[src/design/pcxrle_pkg.sv]
// Shared types and constants of the PCX run-length line decoder.
`default_nettype none
package pcxrle_pkg;

  // Field widths
  localparam int unsigned BYTE_W   = 8;
  localparam int unsigned COUNT_W  = 6;
  localparam int unsigned COL_W    = 15;
  localparam int unsigned ROW_W    = 16;
  localparam int unsigned CFG_W    = 16;
  localparam int unsigned CFG_IDX_W = 1;

  // Marker detection
  localparam logic [BYTE_W-1:0]  MARK_BITS  = 8'hC0;
  localparam logic [COUNT_W-1:0] COUNT_MASK = 6'h3F;

  // Register indexes
  localparam logic [CFG_IDX_W-1:0] REG_BYTES_PER_LINE = 1'b0;
  localparam logic [CFG_IDX_W-1:0] REG_LINE_COUNT     = 1'b1;

  // Register reset values
  localparam logic [COL_W-1:0] BPL_RESET   = 15'd320;
  localparam logic [ROW_W-1:0] LINES_RESET = 16'd200;

  // Commands from the controller to the datapath
  typedef struct packed {
    logic load_run;   // latch the count of a marker byte
    logic emit;       // load one pixel into the output register
    logic sel_input;  // pixel value comes from the input word
    logic load_rem;   // latch value byte and remaining run count
    logic dec_rem;    // one more run pixel sent
    logic last;       // final pixel for the current input word
  } ctrl_cmd_t;

  // Status from the datapath to the controller
  typedef struct packed {
    logic is_marker;  // input word has both top bits set
    logic cnt_zero;   // clipped run count is zero
    logic cnt_one;    // clipped run count is one
    logic rem_one;    // one run pixel left
    logic out_free;   // output register can take a pixel this cycle
    logic finished;   // image complete
  } dp_stat_t;

endpackage
`default_nettype wire

[src/design/pcxrle_ctrl.sv]
// Controller state machine of the PCX run-length line decoder.
`default_nettype none
module pcxrle_ctrl (
  input  wire                  clk,
  input  wire                  rst_n,
  input  wire                  in_valid,
  output logic                 in_stall,
  input  pcxrle_pkg::dp_stat_t stat,
  output pcxrle_pkg::ctrl_cmd_t cmd
);

  localparam logic [1:0] ST_CODE  = 2'd0;
  localparam logic [1:0] ST_VALUE = 2'd1;
  localparam logic [1:0] ST_RUN   = 2'd2;

  logic [1:0] state_r;
  logic [1:0] state_nxt;
  logic       ready;
  logic       accept;

  // Take a word unless a run is draining or, before the image end, the output register is blocked
  assign ready    = (state_r != ST_RUN) && (stat.out_free || stat.finished);
  assign in_stall = !ready;
  assign accept   = in_valid && ready;

  // Decode the next state and the datapath commands
  always_comb begin
    state_nxt = state_r;
    cmd       = '0;
    case (state_r)
      ST_CODE: begin
        if (accept && !stat.finished) begin
          if (stat.is_marker) begin
            cmd.load_run = 1'b1;
            state_nxt    = ST_VALUE;
          end else begin
            cmd.emit      = 1'b1;
            cmd.sel_input = 1'b1;
            cmd.last      = 1'b1;
          end
        end
      end
      ST_VALUE: begin
        if (accept && !stat.finished) begin
          state_nxt = ST_CODE;
          if (!stat.cnt_zero) begin
            cmd.emit      = 1'b1;
            cmd.sel_input = 1'b1;
            cmd.load_rem  = 1'b1;
            cmd.last      = stat.cnt_one;
            if (!stat.cnt_one) begin
              state_nxt = ST_RUN;
            end
          end
        end
      end
      ST_RUN: begin
        if (stat.out_free) begin
          cmd.emit    = 1'b1;
          cmd.dec_rem = 1'b1;
          cmd.last    = stat.rem_one;
          if (stat.rem_one) begin
            state_nxt = ST_CODE;
          end
        end
      end
      default: begin
        state_nxt = ST_CODE;
      end
    endcase
  end

  // Advance the state
  always_ff @(posedge clk) begin
    if (!rst_n) begin
      state_r <= ST_CODE;
    end else begin
      state_r <= state_nxt;
    end
  end

  // A draining run never takes a new word
  assert property (@(posedge clk) disable iff (!rst_n)
    (state_r == ST_RUN) |-> in_stall)
    else $error("input taken during run");

  // A clipped run of two or more pixels continues in the run state
  assert property (@(posedge clk) disable iff (!rst_n)
    (accept && (state_r == ST_VALUE) && !stat.finished && !stat.cnt_zero && !stat.cnt_one)
      |=> (state_r == ST_RUN))
    else $error("long run did not enter run state");

  // The run ends with a pixel flagged as last
  assert property (@(posedge clk) disable iff (!rst_n)
    ((state_r == ST_RUN) && (state_nxt == ST_CODE)) |-> (cmd.emit && cmd.last))
    else $error("run ended without last pixel");

endmodule
`default_nettype wire

[src/design/pcxrle_dp.sv]
// Datapath of the PCX run-length line decoder: position, run and output registers.
`default_nettype none
module pcxrle_dp (
  input  wire                                   clk,
  input  wire                                   rst_n,
  input  wire  [pcxrle_pkg::BYTE_W-1:0]         in_code_byte,
  input  wire                                   cfg_we,
  input  wire  [pcxrle_pkg::CFG_IDX_W-1:0]      cfg_index,
  input  wire  [pcxrle_pkg::CFG_W-1:0]          cfg_data,
  input  wire                                   out_stall,
  output logic                                  out_valid,
  output logic [pcxrle_pkg::BYTE_W-1:0]         out_pixel_value,
  output logic                                  out_line_end,
  output logic                                  out_image_end,
  output logic                                  out_last,
  input  pcxrle_pkg::ctrl_cmd_t                 cmd,
  output pcxrle_pkg::dp_stat_t                  stat
);

  localparam int unsigned BYTE_W  = pcxrle_pkg::BYTE_W;
  localparam int unsigned COUNT_W = pcxrle_pkg::COUNT_W;
  localparam int unsigned COL_W   = pcxrle_pkg::COL_W;
  localparam int unsigned ROW_W   = pcxrle_pkg::ROW_W;

  // Configuration
  logic [COL_W-1:0]   bpl_r;
  logic [ROW_W-1:0]   lines_r;
  // Decoding state
  logic [COUNT_W-1:0] run_len_r;
  logic [COUNT_W-1:0] rem_r;
  logic [BYTE_W-1:0]  val_r;
  logic [COL_W-1:0]   column_r;
  logic [ROW_W-1:0]   row_r;
  logic               finished_r;
  // Output register
  logic               out_valid_r;
  logic [BYTE_W-1:0]  pixel_r;
  logic               line_end_r;
  logic               image_end_r;
  logic               last_r;

  logic [COL_W-1:0]   bpl_eff;
  logic [ROW_W:0]     lines_eff;
  logic [COL_W-1:0]   room;
  logic [COUNT_W-1:0] cnt;
  logic               line_end_nxt;
  logic               image_end_nxt;
  logic [BYTE_W-1:0]  pixel_nxt;
  logic               out_free;

  // Treat zero lengths as one
  assign bpl_eff   = (bpl_r == '0) ? COL_W'(1) : bpl_r;
  assign lines_eff = (lines_r == '0) ? (ROW_W+1)'(1) : {1'b0, lines_r};

  // Clip the run at the end of the line
  assign room = (column_r >= bpl_eff) ? COL_W'(1) : (bpl_eff - column_r);
  assign cnt  = (room < {{(COL_W-COUNT_W){1'b0}}, run_len_r}) ? room[COUNT_W-1:0] : run_len_r;

  // Position flags of the pixel being emitted
  assign line_end_nxt  = ({1'b0, column_r} + (COL_W+1)'(1)) >= {1'b0, bpl_eff};
  assign image_end_nxt = line_end_nxt && (({1'b0, row_r} + (ROW_W+1)'(1)) >= lines_eff);
  assign pixel_nxt     = cmd.sel_input ? in_code_byte : val_r;

  assign out_free = !out_valid_r || !out_stall;

  // Report status to the controller
  always_comb begin
    stat.is_marker = (in_code_byte & pcxrle_pkg::MARK_BITS) == pcxrle_pkg::MARK_BITS;
    stat.cnt_zero  = (cnt == '0);
    stat.cnt_one   = (cnt == COUNT_W'(1));
    stat.rem_one   = (rem_r == COUNT_W'(1));
    stat.out_free  = out_free;
    stat.finished  = finished_r;
  end

  // Hold the configuration registers
  always_ff @(posedge clk) begin
    if (!rst_n) begin
      bpl_r   <= pcxrle_pkg::BPL_RESET;
      lines_r <= pcxrle_pkg::LINES_RESET;
    end else if (cfg_we) begin
      if (cfg_index == pcxrle_pkg::REG_BYTES_PER_LINE) begin
        bpl_r <= cfg_data[COL_W-1:0];
      end else if (cfg_index == pcxrle_pkg::REG_LINE_COUNT) begin
        lines_r <= cfg_data[ROW_W-1:0];
      end
    end
  end

  // Latch the run count, value and remaining pixels
  always_ff @(posedge clk) begin
    if (!rst_n) begin
      run_len_r <= '0;
      rem_r     <= '0;
    end else begin
      if (cmd.load_run) begin
        run_len_r <= in_code_byte[COUNT_W-1:0] & pcxrle_pkg::COUNT_MASK;
      end else if (cmd.load_rem) begin
        run_len_r <= '0;
      end
      if (cmd.load_rem) begin
        rem_r <= cnt - COUNT_W'(1);
      end else if (cmd.dec_rem) begin
        rem_r <= rem_r - COUNT_W'(1);
      end
    end
  end

  always_ff @(posedge clk) begin
    if (cmd.load_rem) begin
      val_r <= in_code_byte;
    end
  end

  // Advance column and row on each emitted pixel
  always_ff @(posedge clk) begin
    if (!rst_n) begin
      column_r   <= '0;
      row_r      <= '0;
      finished_r <= 1'b0;
    end else if (cmd.emit) begin
      if (line_end_nxt) begin
        column_r <= '0;
        if (image_end_nxt) begin
          finished_r <= 1'b1;
        end else begin
          row_r <= row_r + ROW_W'(1);
        end
      end else begin
        column_r <= column_r + COL_W'(1);
      end
    end
  end

  // Load or drop the output word
  always_ff @(posedge clk) begin
    if (!rst_n) begin
      out_valid_r <= 1'b0;
    end else if (cmd.emit) begin
      out_valid_r <= 1'b1;
    end else if (!out_stall) begin
      out_valid_r <= 1'b0;
    end
  end

  always_ff @(posedge clk) begin
    if (cmd.emit) begin
      pixel_r     <= pixel_nxt;
      line_end_r  <= line_end_nxt;
      image_end_r <= image_end_nxt;
      last_r      <= cmd.last;
    end
  end

  assign out_valid       = out_valid_r;
  assign out_pixel_value = pixel_r;
  assign out_line_end    = line_end_r;
  assign out_image_end   = image_end_r;
  assign out_last        = last_r;

  // No pixel leaves a completed image or enters a full output register
  assert property (@(posedge clk) disable iff (!rst_n)
    cmd.emit |-> (!finished_r && out_free))
    else $error("pixel emitted after image end or into a full register");

  // The image ends only at a line end
  assert property (@(posedge clk) disable iff (!rst_n)
    (out_valid_r && image_end_r) |-> line_end_r)
    else $error("image end without line end");

  // The last pixel of the image sets the finished flag
  assert property (@(posedge clk) disable iff (!rst_n)
    (cmd.emit && image_end_nxt) |=> finished_r)
    else $error("finished flag not set at image end");

endmodule
`default_nettype wire

[src/design/pcxrle_line_decoder_top.sv]
// Top level of the PCX run-length line decoder.
`default_nettype none
// Decodes the run-length body of an 8-bit single-plane PCX image.
// Input channel: one encoded byte per word (in_valid / in_stall). A marker
// byte (top two bits set) carries a count in its low six bits; the next
// byte is then repeated that many times, clipped at the end of the line.
// Result channel: one pixel per word (out_valid / out_stall) with line_end,
// image_end and last (final pixel caused by the current input byte).
// Configuration: cfg_we / cfg_index / cfg_data; index 0 is bytes per line,
// index 1 the line count. Write only while the block is idle.
// Flow: a pixel is in the output register in the cycle after its byte is
// taken. Literal bytes pass at one per cycle while the output is not
// stalled. A run holds the input until its last pixel is loaded into the
// single output register; marker bytes and bytes after the image end are
// taken and give no pixel.
// Reset (rst_n low, synchronous) restores bytes per line 320, line count
// 200, and clears the position, run state and output register.
// When the receiver stalls, the output word holds and, before the image end,
// the input is stalled until the register drains.
module pcx_rle_line_decoder_top (
  input  wire                                clk,
  input  wire                                rst_n,
  input  wire                                in_valid,
  output logic                               in_stall,
  input  wire  [pcxrle_pkg::BYTE_W-1:0]      in_code_byte,
  output logic                               out_valid,
  input  wire                                out_stall,
  output logic [pcxrle_pkg::BYTE_W-1:0]      out_pixel_value,
  output logic                               out_line_end,
  output logic                               out_image_end,
  output logic                               out_last,
  input  wire                                cfg_we,
  input  wire  [pcxrle_pkg::CFG_IDX_W-1:0]   cfg_index,
  input  wire  [pcxrle_pkg::CFG_W-1:0]       cfg_data
);

  pcxrle_pkg::ctrl_cmd_t cmd;
  pcxrle_pkg::dp_stat_t  stat;

  // Sequence literals, markers and runs
  pcxrle_ctrl u_ctrl (
    .clk      (clk),
    .rst_n    (rst_n),
    .in_valid (in_valid),
    .in_stall (in_stall),
    .stat     (stat),
    .cmd      (cmd)
  );

  // Track position and hold the output word
  pcxrle_dp u_dp (
    .clk             (clk),
    .rst_n           (rst_n),
    .in_code_byte    (in_code_byte),
    .cfg_we          (cfg_we),
    .cfg_index       (cfg_index),
    .cfg_data        (cfg_data),
    .out_stall       (out_stall),
    .out_valid       (out_valid),
    .out_pixel_value (out_pixel_value),
    .out_line_end    (out_line_end),
    .out_image_end   (out_image_end),
    .out_last        (out_last),
    .cmd             (cmd),
    .stat            (stat)
  );

endmodule
`default_nettype wire
[config.mk]
export PLATFORM = sky130hd
export DESIGN_NAME = pcx_rle_line_decoder_top
export DESIGN_NICKNAME = d
export VERILOG_FILES = /design/src/design/pcxrle_pkg.sv /design/src/design/pcxrle_ctrl.sv /design/src/design/pcxrle_dp.sv /design/src/design/pcxrle_line_decoder_top.sv
export SDC_FILE = /design/constraint.sdc
export NUM_CORES = 1
export LEC_CHECK = 0
export BUFFER_PORTS_ARGS = -buffer_cell sky130_fd_sc_hd__buf_2
export CAP_MARGIN = 30
export CORE_MARGIN = 3
export CORE_UTILIZATION = 60
export CTS_BUF_LIST = sky130_fd_sc_hd__clkbuf_8
export DETAILED_ROUTE_END_ITERATION = 12
export GPL_TIMING_DRIVEN = 0
export PLACE_DENSITY = 0.79
export SYNTH_ARGS = -nofsm -noshare
export SYNTH_HDL_FRONTEND = slang
export SYNTH_SLANG_ARGS = --single-unit
export TNS_END_PERCENT = 100
[constraint.sdc]
create_clock -name clk -period 6.7 [get_ports clk]
set_input_delay 0.335 -clock clk [delete_from_list [all_inputs] [get_ports clk]]
set_output_delay 0.335 -clock clk [all_outputs]
set_load 0.02 [all_outputs]
==> results.cfg, run 1 <==
[outcome]
status = complete, no violations

[critical_path]
cp_top_family = compound AO/OA/AOI/OAI gates
critPathMaxFanout = 20
start_kind = register
cp_data_arrival_time_ns = 6.49
crit_type = register to register
cp_num_buf_inv = 7
crit_path_max_incr_delay_ns = 0.59
cp.required_ns = 6.97
endpoint_kind = register
critPathSlowestCell = dfxtp_1

[routing]
drtIter0Drc = 446
vias_per_cell = 6.08
wl_um = 17100
num_vias = 6239
postRouteAntennaNets = 0
dr.pass1.iters = 5
routedWlPerCell_um = 16.6
drc = 0

[placement]
dpl_cell_area_mm2 = 0.00713
dpl.cell_count = 1011
place.gp.congestion = 0.938
hpwl_um = 13300
portBuffers = 42

[finish]
syn_to_final_growth_pct = 8.78
final_common_cell = nand2_1
layout-drive-gt1-share_pct = 9.93
nets = 968
final_cells = 1026
n_antenna_cell = 0
final_cell_mix = nand2_1 (106), dfxtp_1 (78), a21oi_1 (66)
final_area_mm2 = 0.00734

[clocking]
cts_tree = yes
path_clk_slew_ns = 0.11
clk_path_buf_depth = 2
cts_sinks = 97
htree_levels = 3
cts-root-buf = clkbuf_8
clock_latency_ns = 0.38
cts_hold_buf = 0
numCtsBuffers = 9

[sta]
finalHoldWorstSlack_ns = 0.162
period_share_pct = 92.9
hold_violations = 0
setup_viol = 0
fmax_mhz = 161
fin_crit_ns = 6.22
skew_ns = 0.0134
rsz0062_at_grt = no
relSlewSlack_pct = 56.3
tightestPinTransition_ns = 0.655
slew_violations = 0
tns_ns = 0

[yosys]
synthCells = 828
yosys_warnings = 0
yosys_register_bits = 97
synth.distinct_cells = 71
async_reset_ff_share_pct = 0
synth_area_leader_cell = dfxtp_1
syn-cell-area_mm2 = 0.00674
yosys_most_used_dff = dfxtp_1
synth_fp_nets = 915
synthTopCellsByArea = dfxtp_1 (23%), ha_1 (10%), edfxtp_1 (8.5%)
avgSynthCellArea_um2 = 8.14
synth_edf_count = 19
synth_top_area_share_pct = 23.2
yosysSeqAreaShare_pct = 31.6

[pwr]
leakage_nw = 3.18
p_per_area_mw_per_mm2 = 193
ir_worst_vdd_mv = 0.153
p_total_mw = 1.42

[floorplan]
rows = 38
core_mm2 = 0.0109
start_util_pct = 61.7
die_area_mm2 = 0.0125
boundaryPins = 43
die-width_um = 112
die_h_um = 112

[global_routing]
antenna_found_initial = 0
grt-ovfl-total = 0
grt_usage_pct = 27.5
first_global_vias = 6079
grt_pass1_wl_um = 28500
grt_max_degree = 21

[hold_path]
hold_class = input pin to register

[flow_run]
drv_cap = 0
==> report_power, final <==
group          internal, mW  switching, mW
Clock                 0.147          0.236
Sequential            0.622         0.0202
Combinational         0.153          0.241
==> worst register-to-register path, delay by kind of cell (launching register included) <==
| family | cells | cell delay (ns) |
|---|---|---|
| AOI/OAI and AO/OA | 8 | 1.93 |
| xor gates and xnor gates | 1 | 0.40 |
| adders and majority gates | 4 | 1.17 |
| buffers and inverters | 7 | 0.89 |
| DFF | 1 | 0.59 |
| muxes | 1 | 0.14 |
| and+or+nand+nor | 7 | 0.99 |
==> registers in the layout, indices dropped and copies added (netlist names) <==
name,count
u_ctrl.state_r,2
u_dp.bpl_r,15
u_dp.column_r,15
u_dp.finished_r,1
u_dp.lines_r,16
u_dp.out_image_end,1
u_dp.out_last,1
u_dp.out_line_end,1
u_dp.out_pixel_value,8
u_dp.out_valid,1
u_dp.rem_r,6
u_dp.row_r,16
u_dp.run_len_r,6
u_dp.val_r,8
==> final timing paths <==
kind	start	end	slack (ns)	cells after the start
worst max-delay path	u_dp.bpl_r[2]	u_dp.row_r[13]	0.48	28
worst min-delay path	in_code_byte[3]	u_dp.val_r[3]	0.16	1
worst max register to register	u_dp.bpl_r[2]	u_dp.row_r[13]	0.48	28
worst min register to register	u_dp.column_r[14]	u_dp.column_r[14]	0.48	2
==> layer usage <==
layer	part of all wire [%]	global-route usage [%]
met4	2.9	9.54
met1	42	35.0
met3	5.5	4.80
met2	49	47.3
met5	0	0
==> synthesized netlist by cell type (5+ instances only) <==
library cell and number:
a21o_1 11, and3_1 25, nor2_1 31, mux2_1 8, o21a_1 10, clkbuf_1 34
nand3_1 49, nand4_1 10, xor2_1 23, o21ai_1 14, o21ai_0 18, nand2_1 106
and2_1 7, nor4_1 8, inv_1 61, o211ai_1 15, dfxtp_1 78, or3_1 7
nand2b_1 22, a211oi_1 6, nor3_1 11, mux2i_1 18, a21oi_1 66, ha_1 56
xnor2_1 20, edfxtp_1 19, buf_4 5, nor2b_1 13
==> stage by stage <==
stage	utilization, %	setup WS [ns]
floorplan	-	1.30
CTS	67.0	0.351
global route	67.1	0.126
detailed placement	65.2	0.371
global placement	65.2	0.568
finish	67.1	0.477
==> cell type report <==
| cell class | count | area, um^2 |
|---|---|---|
| multi-input cells | 619 | 4160 |
| fillers | 934 | 3600 |
| flip-flops and latches | 97 | 2130 |
| inverters | 66 | 248 |
| repair buffers | 43 | 215 |
| plain buffers | 45 | 206 |
| well taps | 140 | 175 |
| clock buffers | 9 | 124 |
| clock inverters | 7 | 73.8 |
==> kinds of logic (layout without fill, tap and decap cells) <==
| group | count (synthesis) | after routing | share of synthesized area (%) |
|---|---|---|---|
| AOI/OAI and AO/OA | 185 | 185 | 18.2 |
| DFF | 97 | 97 | 31.6 |
| buffers and inverters | 112 | 170 | 6.79 |
| muxes | 28 | 28 | 4.34 |
| and+or+nand+nor | 306 | 306 | 22.8 |
| adders and majority gates | 57 | 57 | 10.7 |
| xor gates and xnor gates | 43 | 43 | 5.58 |
==> timing repair <==
item                                   in CTS  in global routing
resized for setup                           0                  1
setup endpoints to repair                   0                 13
buffers inserted                            0                  0
endpoints found under the hold margin       0                  0
No activity file was read; power rests on OpenSTA's default activity.
==> run 2: changes to the inputs <==
--- a/config.mk
+++ b/config.mk
@@ -12,2 +12,3 @@
 export CTS_BUF_LIST = sky130_fd_sc_hd__clkbuf_8
+export CTS_CLUSTER_DIAMETER = 150
 export DETAILED_ROUTE_END_ITERATION = 12
@@ -15,2 +16,3 @@
 export PLACE_DENSITY = 0.79
+export SETUP_SLACK_MARGIN = 0.2
 export SYNTH_ARGS = -nofsm -noshare
==> constraint.sdc (replaced) <==
create_clock -name clk -period 6.7 [get_ports clk]
set_input_delay 1.34 -clock clk [delete_from_list [all_inputs] [get_ports clk]]
set_output_delay 1.34 -clock clk [all_outputs]
set_load 0.02 [all_outputs]
==> run 2 against run 1 <==
  * Clock power is essentially flat
  * Total power grew 0.39%
  * Register-to-register slack gained 0.09 ns
  * Sequential cell count is the same
  * Critical endpoint unchanged
  * Largest power group unchanged
  * Highest routed layer unchanged
==> results.cfg, run 2 (synthesis results as in run 1) <==
[outcome]
status = complete, no violations

[pwr]
p_per_area_mw_per_mm2 = 194
p_comb_share_pct = 28.0
power_switching_mw = 0.499
leakage_nw = 3.19
seqPwrFrac_pct = 45.1
sw_frac_of_total_pct = 35.0
p_int_mw = 0.926
ir_worst_vdd_mv = 0.153
p_clk_share_pct = 27.0

[finish]
final_cells = 1029
layout-drive-gt1-share_pct = 10.2
fillers = 930
final_area_mm2 = 0.00736
nets = 971
n_antenna_cell = 0
reg_top3 = u_dp.lines_r x16, u_dp.row_r x16
fin_util_pct = 67.3
final_cell_mix = nand2_1 (106), dfxtp_1 (78), a21oi_1 (66)
syn_to_final_growth_pct = 9.07
final_common_cell = nand2_1

[placement]
dpl.cell_count = 1011
hpwl_um = 13300
portBuffers = 42
place.gp.congestion = 0.938
dpl_cell_area_mm2 = 0.00713

[routing]
num_vias = 6197
wl_um = 17000
drtIter0Drc = 462
vias_per_cell = 6.02
postRouteAntennaNets = 0
routedWlPerCell_um = 16.6
dr.pass1.iters = 5
drc = 0

[sta]
period_share_pct = 91.5
skew_ns = 0.0139
finalHoldWorstSlack_ns = 0.477
tightestPinTransition_ns = 0.662
fmax_mhz = 163
relSlewSlack_pct = 55.9
tns_ns = 0
fin_crit_ns = 6.13
setup_viol = 0
slew_violations = 0
rsz0062_at_grt = no
hold_violations = 0

[critical_path]
endpoint_kind = register
critPathSlowestCell = dfxtp_1
r2r_end = u_dp.row_r[13]
cp_data_arrival_time_ns = 6.40
cp_num_buf_inv = 7
crit_path_max_incr_delay_ns = 0.45
cp-endpoint = u_dp.row_r[13]
cp.required_ns = 6.97
r2r_cells = 28
crit_type = register to register
start_kind = register
r2r_slack_ns = 0.57
reg2reg_from = u_dp.bpl_r[11]
critPathMaxFanout = 20
cp_top_family = compound AO/OA/AOI/OAI gates
critical_path_depth = 28
critPathLaunch = u_dp.bpl_r[11]

[floorplan]
boundaryPins = 43
start_util_pct = 61.7
die-width_um = 112
die_area_mm2 = 0.0125
core_mm2 = 0.0109
die_h_um = 112
rows = 38

[clocking]
htree_levels = 3
clock_latency_ns = 0.38
cts_tree = yes
numCtsBuffers = 9
path_clk_slew_ns = 0.11
clk_path_buf_depth = 2
cts_sinks = 97
cts-root-buf = clkbuf_8

[global_routing]
grt-ovfl-total = 0
first_global_vias = 6079
grt_max_degree = 21
antenna_found_initial = 0
grt_usage_pct = 27.5
grt_pass1_wl_um = 28500

[flow_run]
drv_cap = 0

[hold_path]
hold_class = register to register
==> run 2: repair_timing <==
item / 4_1_cts / 5_1_grt
gates resized for setup: 0 / 3
setup buffers: 0 / 2
endpoints found under the setup margin: 0 / 50
hold buffers: 0 / 0
==> run 2: final cells by class <==
cell class	count	area [um^2]	share of cell area, %
buffer	46	211	2.87
clock buffer	9	124	1.68
clock inverter	7	73.8	1.00
inverter	66	248	3.37
multi-input combinational	619	4160	56.6
sequential	97	2130	29.0
tap	140	175	2.38
timing repair buffer	45	230	3.13
==> run 2: through the flow <==
stage / power [mW] / setup WS (ns)
2_1_floorplan: 0.936 / 1.30
3_3_place_gp: 1.03 / 0.568
3_5_place_dp: 1.04 / 0.371
4_1_cts: 1.42 / 0.351
5_1_grt: 1.50 / 0.254
6_report: 1.42 / 0.570
==> run 2: tightest hold or removal path: stages, from the launching register on <==
cell     delay, ns
dfxtp_1       0.33
nand2_1       0.06
a21oi_1       0.05
==> run 2: power groups by stage <==
stage | clock [mW] | combinational [mW] | sequential [mW]
final | 0.384 | 0.398 | 0.642
after global routing | 0.410 | 0.442 | 0.644
after CTS | 0.388 | 0.388 | 0.641
after detailed placement | 0 | 0.385 | 0.654
after global placement | 0 | 0.372 | 0.654
after floorplan | 0 | 0.275 | 0.661
==> run 2: how the worst min path moves through the flow <==
stage                      start           endpoint  slack [ns]  cells past startpoint
6_report       u_dp.column_r[14]  u_dp.column_r[14]        0.48                      2
5_1_grt            u_dp.bpl_r[0]      u_dp.bpl_r[0]        0.50                      2
4_1_cts        u_dp.column_r[14]  u_dp.column_r[14]        0.48                      2
3_5_place_dp       u_dp.bpl_r[0]      u_dp.bpl_r[0]        0.46                      2
3_3_place_gp   u_dp.column_r[14]  u_dp.column_r[14]        0.46                      2
2_1_floorplan      u_dp.bpl_r[0]      u_dp.bpl_r[0]        0.44                      2
==> run 2: routing by layer <==
layer / share of wire [%] / GRT usage (%) / vias to the layer above
met5: 0 / 0 / -
met4: 2.5 / 9.54 / 0
met3: 5.3 / 4.80 / 44
met2: 49 / 47.3 / 197
met1: 43 / 35.0 / 2926
li1: - / - / 3030
